--- src/rtl/pfb_pkg.sv ---
// pfb_pkg: shared sizes, codes and control/status structs of the page framebuffer
// used by pfb_ctrl, pfb_dp and the top level; depends on nothing
package pfb_pkg;

  // store geometry
  localparam int MAX_WIDTH   = 128;
  localparam int MAX_HEIGHT  = 64;
  localparam int STORE_PAGES = (MAX_HEIGHT + 7) / 8;
  localparam int STORE_DEPTH = MAX_WIDTH * STORE_PAGES;
  localparam int ADDR_W      = $clog2(STORE_DEPTH);
  localparam int PAGE_W      = (STORE_PAGES > 1) ? $clog2(STORE_PAGES) : 1;
  localparam int WIDTH_W     = $clog2(MAX_WIDTH + 1);
  localparam int HEIGHT_W    = $clog2(MAX_HEIGHT + 1);

  // port widths
  localparam int CFG_W_W   = 8;
  localparam int CFG_H_W   = 7;
  localparam int CFG_DAT_W = 8;
  localparam int PAYLOAD_W = 64;
  localparam int BCNT_W    = 4;

  // request modes
  localparam logic [1:0] MODE_PIXEL   = 2'd0;
  localparam logic [1:0] MODE_FILL    = 2'd1;
  localparam logic [1:0] MODE_REFRESH = 2'd2;

  // result kinds
  localparam logic [1:0] KIND_CMD    = 2'd0;
  localparam logic [1:0] KIND_DATA   = 2'd1;
  localparam logic [1:0] KIND_STATUS = 2'd2;

  // configuration register indexes
  localparam logic CFG_IDX_WIDTH  = 1'b0;
  localparam logic CFG_IDX_HEIGHT = 1'b1;

  // panel command bytes
  localparam logic [7:0] CMD_PAGE   = 8'hB0;
  localparam logic [7:0] CMD_COL_HI = 8'h10;
  localparam logic [7:0] CMD_COL_LO = 8'h00;
  localparam logic [7:0] FILL_ONES  = 8'hFF;
  localparam logic [7:0] FILL_ZERO  = 8'h00;

  typedef enum logic [1:0] {
    WD_ZERO,
    WD_FILL,
    WD_PIXEL
  } wd_sel_e;

  typedef enum logic [2:0] {
    OS_ERR,
    OS_ACK,
    OS_PAGE,
    OS_COLH,
    OS_COLL,
    OS_PIX,
    OS_BEAT
  } out_sel_e;

  // controller -> datapath
  typedef struct packed {
    logic     cap_in;
    logic     calc_base;
    logic     cnt_clr;
    logic     cnt_inc;
    logic     mem_re;
    logic     mem_we;
    wd_sel_e  wd_sel;
    logic     pix_load;
    logic     pack;
    logic     beat_clr;
    logic     out_load;
    out_sel_e out_sel;
  } cmd_t;

  // datapath -> controller
  typedef struct packed {
    logic [1:0] mode;
    logic       err;
    logic       sweep_done;
    logic       last_byte;
    logic       beat_full;
    logic       out_free;
  } sts_t;

endpackage

--- src/rtl/pfb_ctrl.sv ---
// pfb_ctrl: sequencer for clear, fill, pixel write and page refresh
// depends on pfb_pkg
module pfb_ctrl import pfb_pkg::*; (
  input  logic clk_i,
  input  logic rst_ni,
  input  logic in_valid_i,
  output logic in_ready_o,
  input  sts_t sts_i,
  output cmd_t cmd_o
);

  localparam logic [3:0] S_CLEAR = 4'd0;
  localparam logic [3:0] S_IDLE  = 4'd1;
  localparam logic [3:0] S_CHECK = 4'd2;
  localparam logic [3:0] S_FILL  = 4'd3;
  localparam logic [3:0] S_ACK   = 4'd4;
  localparam logic [3:0] S_ERR   = 4'd5;
  localparam logic [3:0] S_PRD   = 4'd6;
  localparam logic [3:0] S_PMOD  = 4'd7;
  localparam logic [3:0] S_PAGE  = 4'd8;
  localparam logic [3:0] S_COLH  = 4'd9;
  localparam logic [3:0] S_COLL  = 4'd10;
  localparam logic [3:0] S_PDATA = 4'd11;
  localparam logic [3:0] S_RRD   = 4'd12;
  localparam logic [3:0] S_RCAP  = 4'd13;
  localparam logic [3:0] S_REMIT = 4'd14;

  logic [3:0] state_q, state_d;

  always_comb begin
    state_d    = state_q;
    in_ready_o = 1'b0;
    cmd_o      = '0;
    cmd_o.wd_sel  = WD_ZERO;
    cmd_o.out_sel = OS_ACK;
    unique case (state_q)
      S_CLEAR: begin
        cmd_o.mem_we = 1'b1;
        cmd_o.wd_sel = WD_ZERO;
        if (sts_i.sweep_done) begin
          cmd_o.cnt_clr = 1'b1;
          state_d       = S_IDLE;
        end else begin
          cmd_o.cnt_inc = 1'b1;
        end
      end
      S_IDLE: begin
        in_ready_o = 1'b1;
        if (in_valid_i) begin
          cmd_o.cap_in = 1'b1;
          state_d      = S_CHECK;
        end
      end
      S_CHECK: begin
        cmd_o.calc_base = 1'b1;
        cmd_o.cnt_clr   = 1'b1;
        cmd_o.beat_clr  = 1'b1;
        unique case (sts_i.mode)
          MODE_PIXEL:   state_d = sts_i.err ? S_ERR : S_PRD;
          MODE_REFRESH: state_d = sts_i.err ? S_ERR : S_PAGE;
          MODE_FILL:    state_d = S_FILL;
          default:      state_d = S_IDLE;
        endcase
      end
      S_FILL: begin
        cmd_o.mem_we = 1'b1;
        cmd_o.wd_sel = WD_FILL;
        if (sts_i.sweep_done) begin
          cmd_o.cnt_clr = 1'b1;
          state_d       = S_ACK;
        end else begin
          cmd_o.cnt_inc = 1'b1;
        end
      end
      S_ACK: begin
        if (sts_i.out_free) begin
          cmd_o.out_load = 1'b1;
          cmd_o.out_sel  = OS_ACK;
          state_d        = S_IDLE;
        end
      end
      S_ERR: begin
        if (sts_i.out_free) begin
          cmd_o.out_load = 1'b1;
          cmd_o.out_sel  = OS_ERR;
          state_d        = S_IDLE;
        end
      end
      S_PRD: begin
        cmd_o.mem_re = 1'b1;
        state_d      = S_PMOD;
      end
      S_PMOD: begin
        cmd_o.pix_load = 1'b1;
        cmd_o.mem_we   = 1'b1;
        cmd_o.wd_sel   = WD_PIXEL;
        state_d        = S_PAGE;
      end
      S_PAGE: begin
        if (sts_i.out_free) begin
          cmd_o.out_load = 1'b1;
          cmd_o.out_sel  = OS_PAGE;
          state_d        = S_COLH;
        end
      end
      S_COLH: begin
        if (sts_i.out_free) begin
          cmd_o.out_load = 1'b1;
          cmd_o.out_sel  = OS_COLH;
          state_d        = S_COLL;
        end
      end
      S_COLL: begin
        if (sts_i.out_free) begin
          cmd_o.out_load = 1'b1;
          cmd_o.out_sel  = OS_COLL;
          state_d        = (sts_i.mode == MODE_PIXEL) ? S_PDATA : S_RRD;
        end
      end
      S_PDATA: begin
        if (sts_i.out_free) begin
          cmd_o.out_load = 1'b1;
          cmd_o.out_sel  = OS_PIX;
          state_d        = S_IDLE;
        end
      end
      S_RRD: begin
        cmd_o.mem_re = 1'b1;
        state_d      = S_RCAP;
      end
      S_RCAP: begin
        cmd_o.pack = 1'b1;
        if (sts_i.last_byte || sts_i.beat_full) begin
          state_d = S_REMIT;
        end else begin
          cmd_o.cnt_inc = 1'b1;
          state_d       = S_RRD;
        end
      end
      S_REMIT: begin
        if (sts_i.out_free) begin
          cmd_o.out_load = 1'b1;
          cmd_o.out_sel  = OS_BEAT;
          cmd_o.beat_clr = 1'b1;
          if (sts_i.last_byte) begin
            state_d = S_IDLE;
          end else begin
            cmd_o.cnt_inc = 1'b1;
            state_d       = S_RRD;
          end
        end
      end
      default: state_d = S_IDLE;
    endcase
  end

  always_ff @(posedge clk_i or negedge rst_ni) begin
    if (!rst_ni) begin
      state_q <= S_CLEAR;
    end else begin
      state_q <= state_d;
    end
  end

endmodule

--- config.mk ---
export PLATFORM = sky130hd
export DESIGN_NAME = pfb_ctrl
export DESIGN_NICKNAME = d
export VERILOG_FILES = /design/src/rtl/pfb_pkg.sv /design/src/rtl/pfb_ctrl.sv
export SDC_FILE = /design/constraint.sdc
export NUM_CORES = 1
export LEC_CHECK = 0
export ABC_AREA = 1
export BUFFER_PORTS_ARGS = -buffer_cell sky130_fd_sc_hd__buf_2
export CAP_MARGIN = 10
export CELL_PAD_IN_SITES_DETAIL_PLACEMENT = 1
export CELL_PAD_IN_SITES_GLOBAL_PLACEMENT = 2
export CORE_MARGIN = 2
export CORE_UTILIZATION = 20
export CTS_CLUSTER_DIAMETER = 150
export DETAILED_ROUTE_END_ITERATION = 8
export PLACE_DENSITY_LB_ADDON = 0.15
export SETUP_SLACK_MARGIN = 0.4
export SYNTH_ARGS = -nofsm -noshare
export SYNTH_HDL_FRONTEND = slang
export SYNTH_SLANG_ARGS = --single-unit
--- constraint.sdc ---
create_clock -name clk_i -period 1.1 [get_ports clk_i]
set_input_delay 0.22 -clock clk_i [delete_from_list [all_inputs] [get_ports clk_i]]
set_output_delay 0.22 -clock clk_i [all_outputs]
set_load 0.02 [all_outputs]
==> impl_results.md <==
- Reg area: 104 um2
- Max FFs per register: 4
- Drt first-iter violations: 30
- Power after layout: around 4.6 mW
- Sequential area share after synthesis: 0.152
- Worst Setup Start Kind: register
- Worst slew pin tran: roughly 0.38 ns
- Power Internal: 2.25 mW
- Final setup fails: 20
- CP Capture Type: primary output
- Total GRT Usage: 0.176
- Die ar.: approximately 3800 um2
- Yosys top cell by area: nand2_1
- Final clock period utilization by the worst path: 1.59
- WL/cell: 16.8 um
- CTS H-Tree Depth: 1
- Ranking of synthesized cells by area: nand2_1 (26%), dfrtp_1 (15%), nor2_1 (12%), inv_1 (9.7%), nand3_1 (6.1%)
- Number of global-route vias before repair: ~1000
- Worst Skew: between 0.0015 and 0.002 ns
- Post-route ant nets: 0
- Gate Count Post-Synth: roughly 120
- Cell Count, Final, Fillers Out: between 200 and 250
- Post-synth ARST share: 1.00
- Fin. Hold Viols: 0
- Gpl congestion: between 0.7 and 0.8
- GR Overflow Total: 0
- Core ar.: between 3000 and 4000 um2
- Class of the worst hold path: in -> async
- Most frequent CP cell: buf_4
- Worst-Skew Late Latency: around 0.23 ns
- Leakage: about 0.91 nW
- CTS clk-pin slew, worst paths: roughly 0.040 ns
- Row count: 20
- Post-synth EDFFs: 0
- Share of power burned in registers: 0.073
- Clock Sinks: 4
- Die Width: 61.5 um
- Crit-path cells: buf_4 > a2111oi_4 > buf_4
- Critical-path top delay cell: dfrtp_2
- Largest regs: state_q (4)
- Final max-slew violation count: 0
- #FFs+latches synth: 4
- VDD IR-drop max: 0.764 mV
- Sw Pwr: roughly 2.4 mW
- Clk buf depth: 2
- Router iterations before antenna repair: 4
- Max Cap Viol: 0
- Die H: between 60 and 70 um
- # fillers: between 400 and 500
- Area of the multi-input gates: approximately 760 um2
- Failing checks: negative setup slack
- CTS Buf Count: 3
- First-pass GRT wire length: 4800 um
- Worst setup margin: -0.645 ns
- Final min period: 1.75 ns
- Vias per inst: between 4 and 5
- Post-DP HPWL: around 2300 um
- Drt total wl: about 4000 um
- Final core utilization: 0.552
- Final net count: 213
- Fraction of layout instances using a drive strength above 1: 0.706
- Arrival @ worst endpoint: between 1.5 and 2 ns
- Relative slew slack: 0.747
- I/O pin cnt: 26
- DR DRC count: 0
- CP required: between 0.8 and 0.9 ns
- Crit Path Max Fanout: 7
- Syn. warnings: 0
- Biggest register: state_q
- Antenna violations before repair: 0
- Effective utilization at floorplan: 0.213
- Synth-to-Final Area Change: 159%
- Port Buffers: 25
- Outcome: complete, but fails checks
- CP peak stage delay: about 0.5 ns
- Cell Area, Synth: 661 um2
- Kind of critical path: reg -> out
- Comb power frac: 0.889
- Switching Share: 0.517
- Synthesized area per cell: around 5.3 um2
- Clock share of power: 0.038
- Commonest cells post-synth: nand2_1 (45), nor2_1 (21), inv_1 (17), nand3_1 (8), dfrtp_1 (4)
- Top-count cell post-synth: nand2_1
- Top-area cell type share of the netlist area: 0.256
- RSZ-0062 raised after global routing: yes
- DP Area: 1130 um2
- Clock root buffer: clkbuf_4
- Final Cell Area: 1710 um2
- Pin count of the biggest net entering global routing: 8
- Library cells used by synthesis: 22
- Placed cell count: roughly 210
- Ant. Diodes: 0
- PwrDens: 2710 nW/um2
- CTS tree: yes
- Vias: ~1100
- Max Freq: between 500 and 600 MHz
- Post-synth top flop: dfrtp_1
- Syn Nets: 134
- WHS: 0.380 ns
-- layout by cell type, fill, tap and decap left out --
| master | count |
|---|---|
| inv_2 | 3 |
| nand2_2 | 11 |
| dlygate4sd3_1 | 1 |
| nor3_4 | 1 |
| dfrtp_1 | 1 |
| nand2_8 | 1 |
| inv_8 | 1 |
| nand3_4 | 2 |
| nor2_4 | 11 |
| o21bai_1 | 1 |
| buf_6 | 27 |
| inv_1 | 10 |
| buf_12 | 1 |
| o31ai_4 | 1 |
| nor2_2 | 3 |
| o211ai_1 | 1 |
| nand2_4 | 9 |
| nand2_1 | 27 |
| dfrtp_2 | 3 |
| a22oi_2 | 1 |
| a2111oi_4 | 1 |
| o21ai_4 | 2 |
| nor2_8 | 1 |
| nand4_1 | 2 |
| a211oi_2 | 1 |
| buf_4 | 38 |
| nand3_2 | 4 |
| clkbuf_4 | 3 |
| o21ai_2 | 2 |
| clkinv_4 | 2 |
| inv_4 | 4 |
| o21ai_1 | 1 |
| buf_2 | 9 |
| nand3_1 | 5 |
| nor2_1 | 10 |
-- critical path: cells and delay by family (launching register included) --
family | cells | cell delay [ns]
DFF | 1 | 0.49
buffers and inverters | 2 | 0.40
AOI/OAI and AO/OA | 1 | 0.40
-- stage by stage --
| step | setup WS (ns) | TNS [ns] |
|---|---|---|
| 6_report | -0.645 | -10.11 |
| 5_1_grt | -0.681 | -11.24 |
| 4_1_cts | -0.561 | -9.42 |
| 3_5_place_dp | -0.419 | -6.50 |
| 3_3_place_gp | -0.393 | -5.89 |
| 2_1_floorplan | -0.260 | -2.04 |
-- power groups by stage --
stage	registers, mW	clock network (mW)	logic, mW
floorplan	0.297	0	1.60
global placement	0.338	0	2.43
detailed placement	0.339	0	2.44
CTS	0.350	0.186	3.10
global route	0.344	0.194	4.38
finish	0.339	0.176	4.13
-- kinds of logic (layout without fill, tap and decap cells) --
| kind of cell | count (synthesis) | after routing | share of synthesized area |
|---|---|---|---|
| AND/OR/NAND/NOR | 86 | 87 | 0.593 |
| flip-flops | 4 | 4 | 0.152 |
| buffers and inverters | 23 | 99 | 0.148 |
| AO/OA/AOI/OAI | 11 | 11 | 0.108 |
-- metal layers --
metal,wire length [um],up-vias,GRT usage
met2,2200,34,0.305
li1,-,545,-
met5,0,-,0
met4,0,0,0.0547
met3,157,0,0.0189
met1,1750,544,0.230
-- area by class of cell --
| class | instances | share of cell area |
|---|---|---|
| tap | 44 | 0.0321 |
| sequential | 4 | 0.0606 |
| clock buffer | 3 | 0.0131 |
| multi-input combinational | 98 | 0.446 |
| inverter | 20 | 0.0599 |
| timing repair buffer | 76 | 0.388 |
-- path summary, 6_finish.rpt --
| path | from | endpoint | slack, ns | cells past startpoint |
|---|---|---|---|---|
| max in group asynchronous | rst_ni | state_q[3] | 0.59 | 2 |
| min in group clk_i | sts_i[2] | state_q[0] | 0.44 | 5 |
| hold / removal | rst_ni | state_q[2] | 0.38 | 2 |
| hold reg to reg | state_q[0] | state_q[0] | 0.66 | 3 |
| setup / recovery | state_q[2] | cmd_o[2] | -0.65 | 3 |
| setup reg to reg | state_q[3] | state_q[3] | -0.49 | 11 |
-- timing repair --
item                       4_1_cts  5_1_grt
hold endpoints to repair         4        0
cloned                           1        0
pin swaps                       14       18
setup endpoints to repair       20       20
resized for setup               48       43
hold buffers                     1        0
buffers inserted                 5       21
No activity file was read; power rests on OpenSTA's default activity.
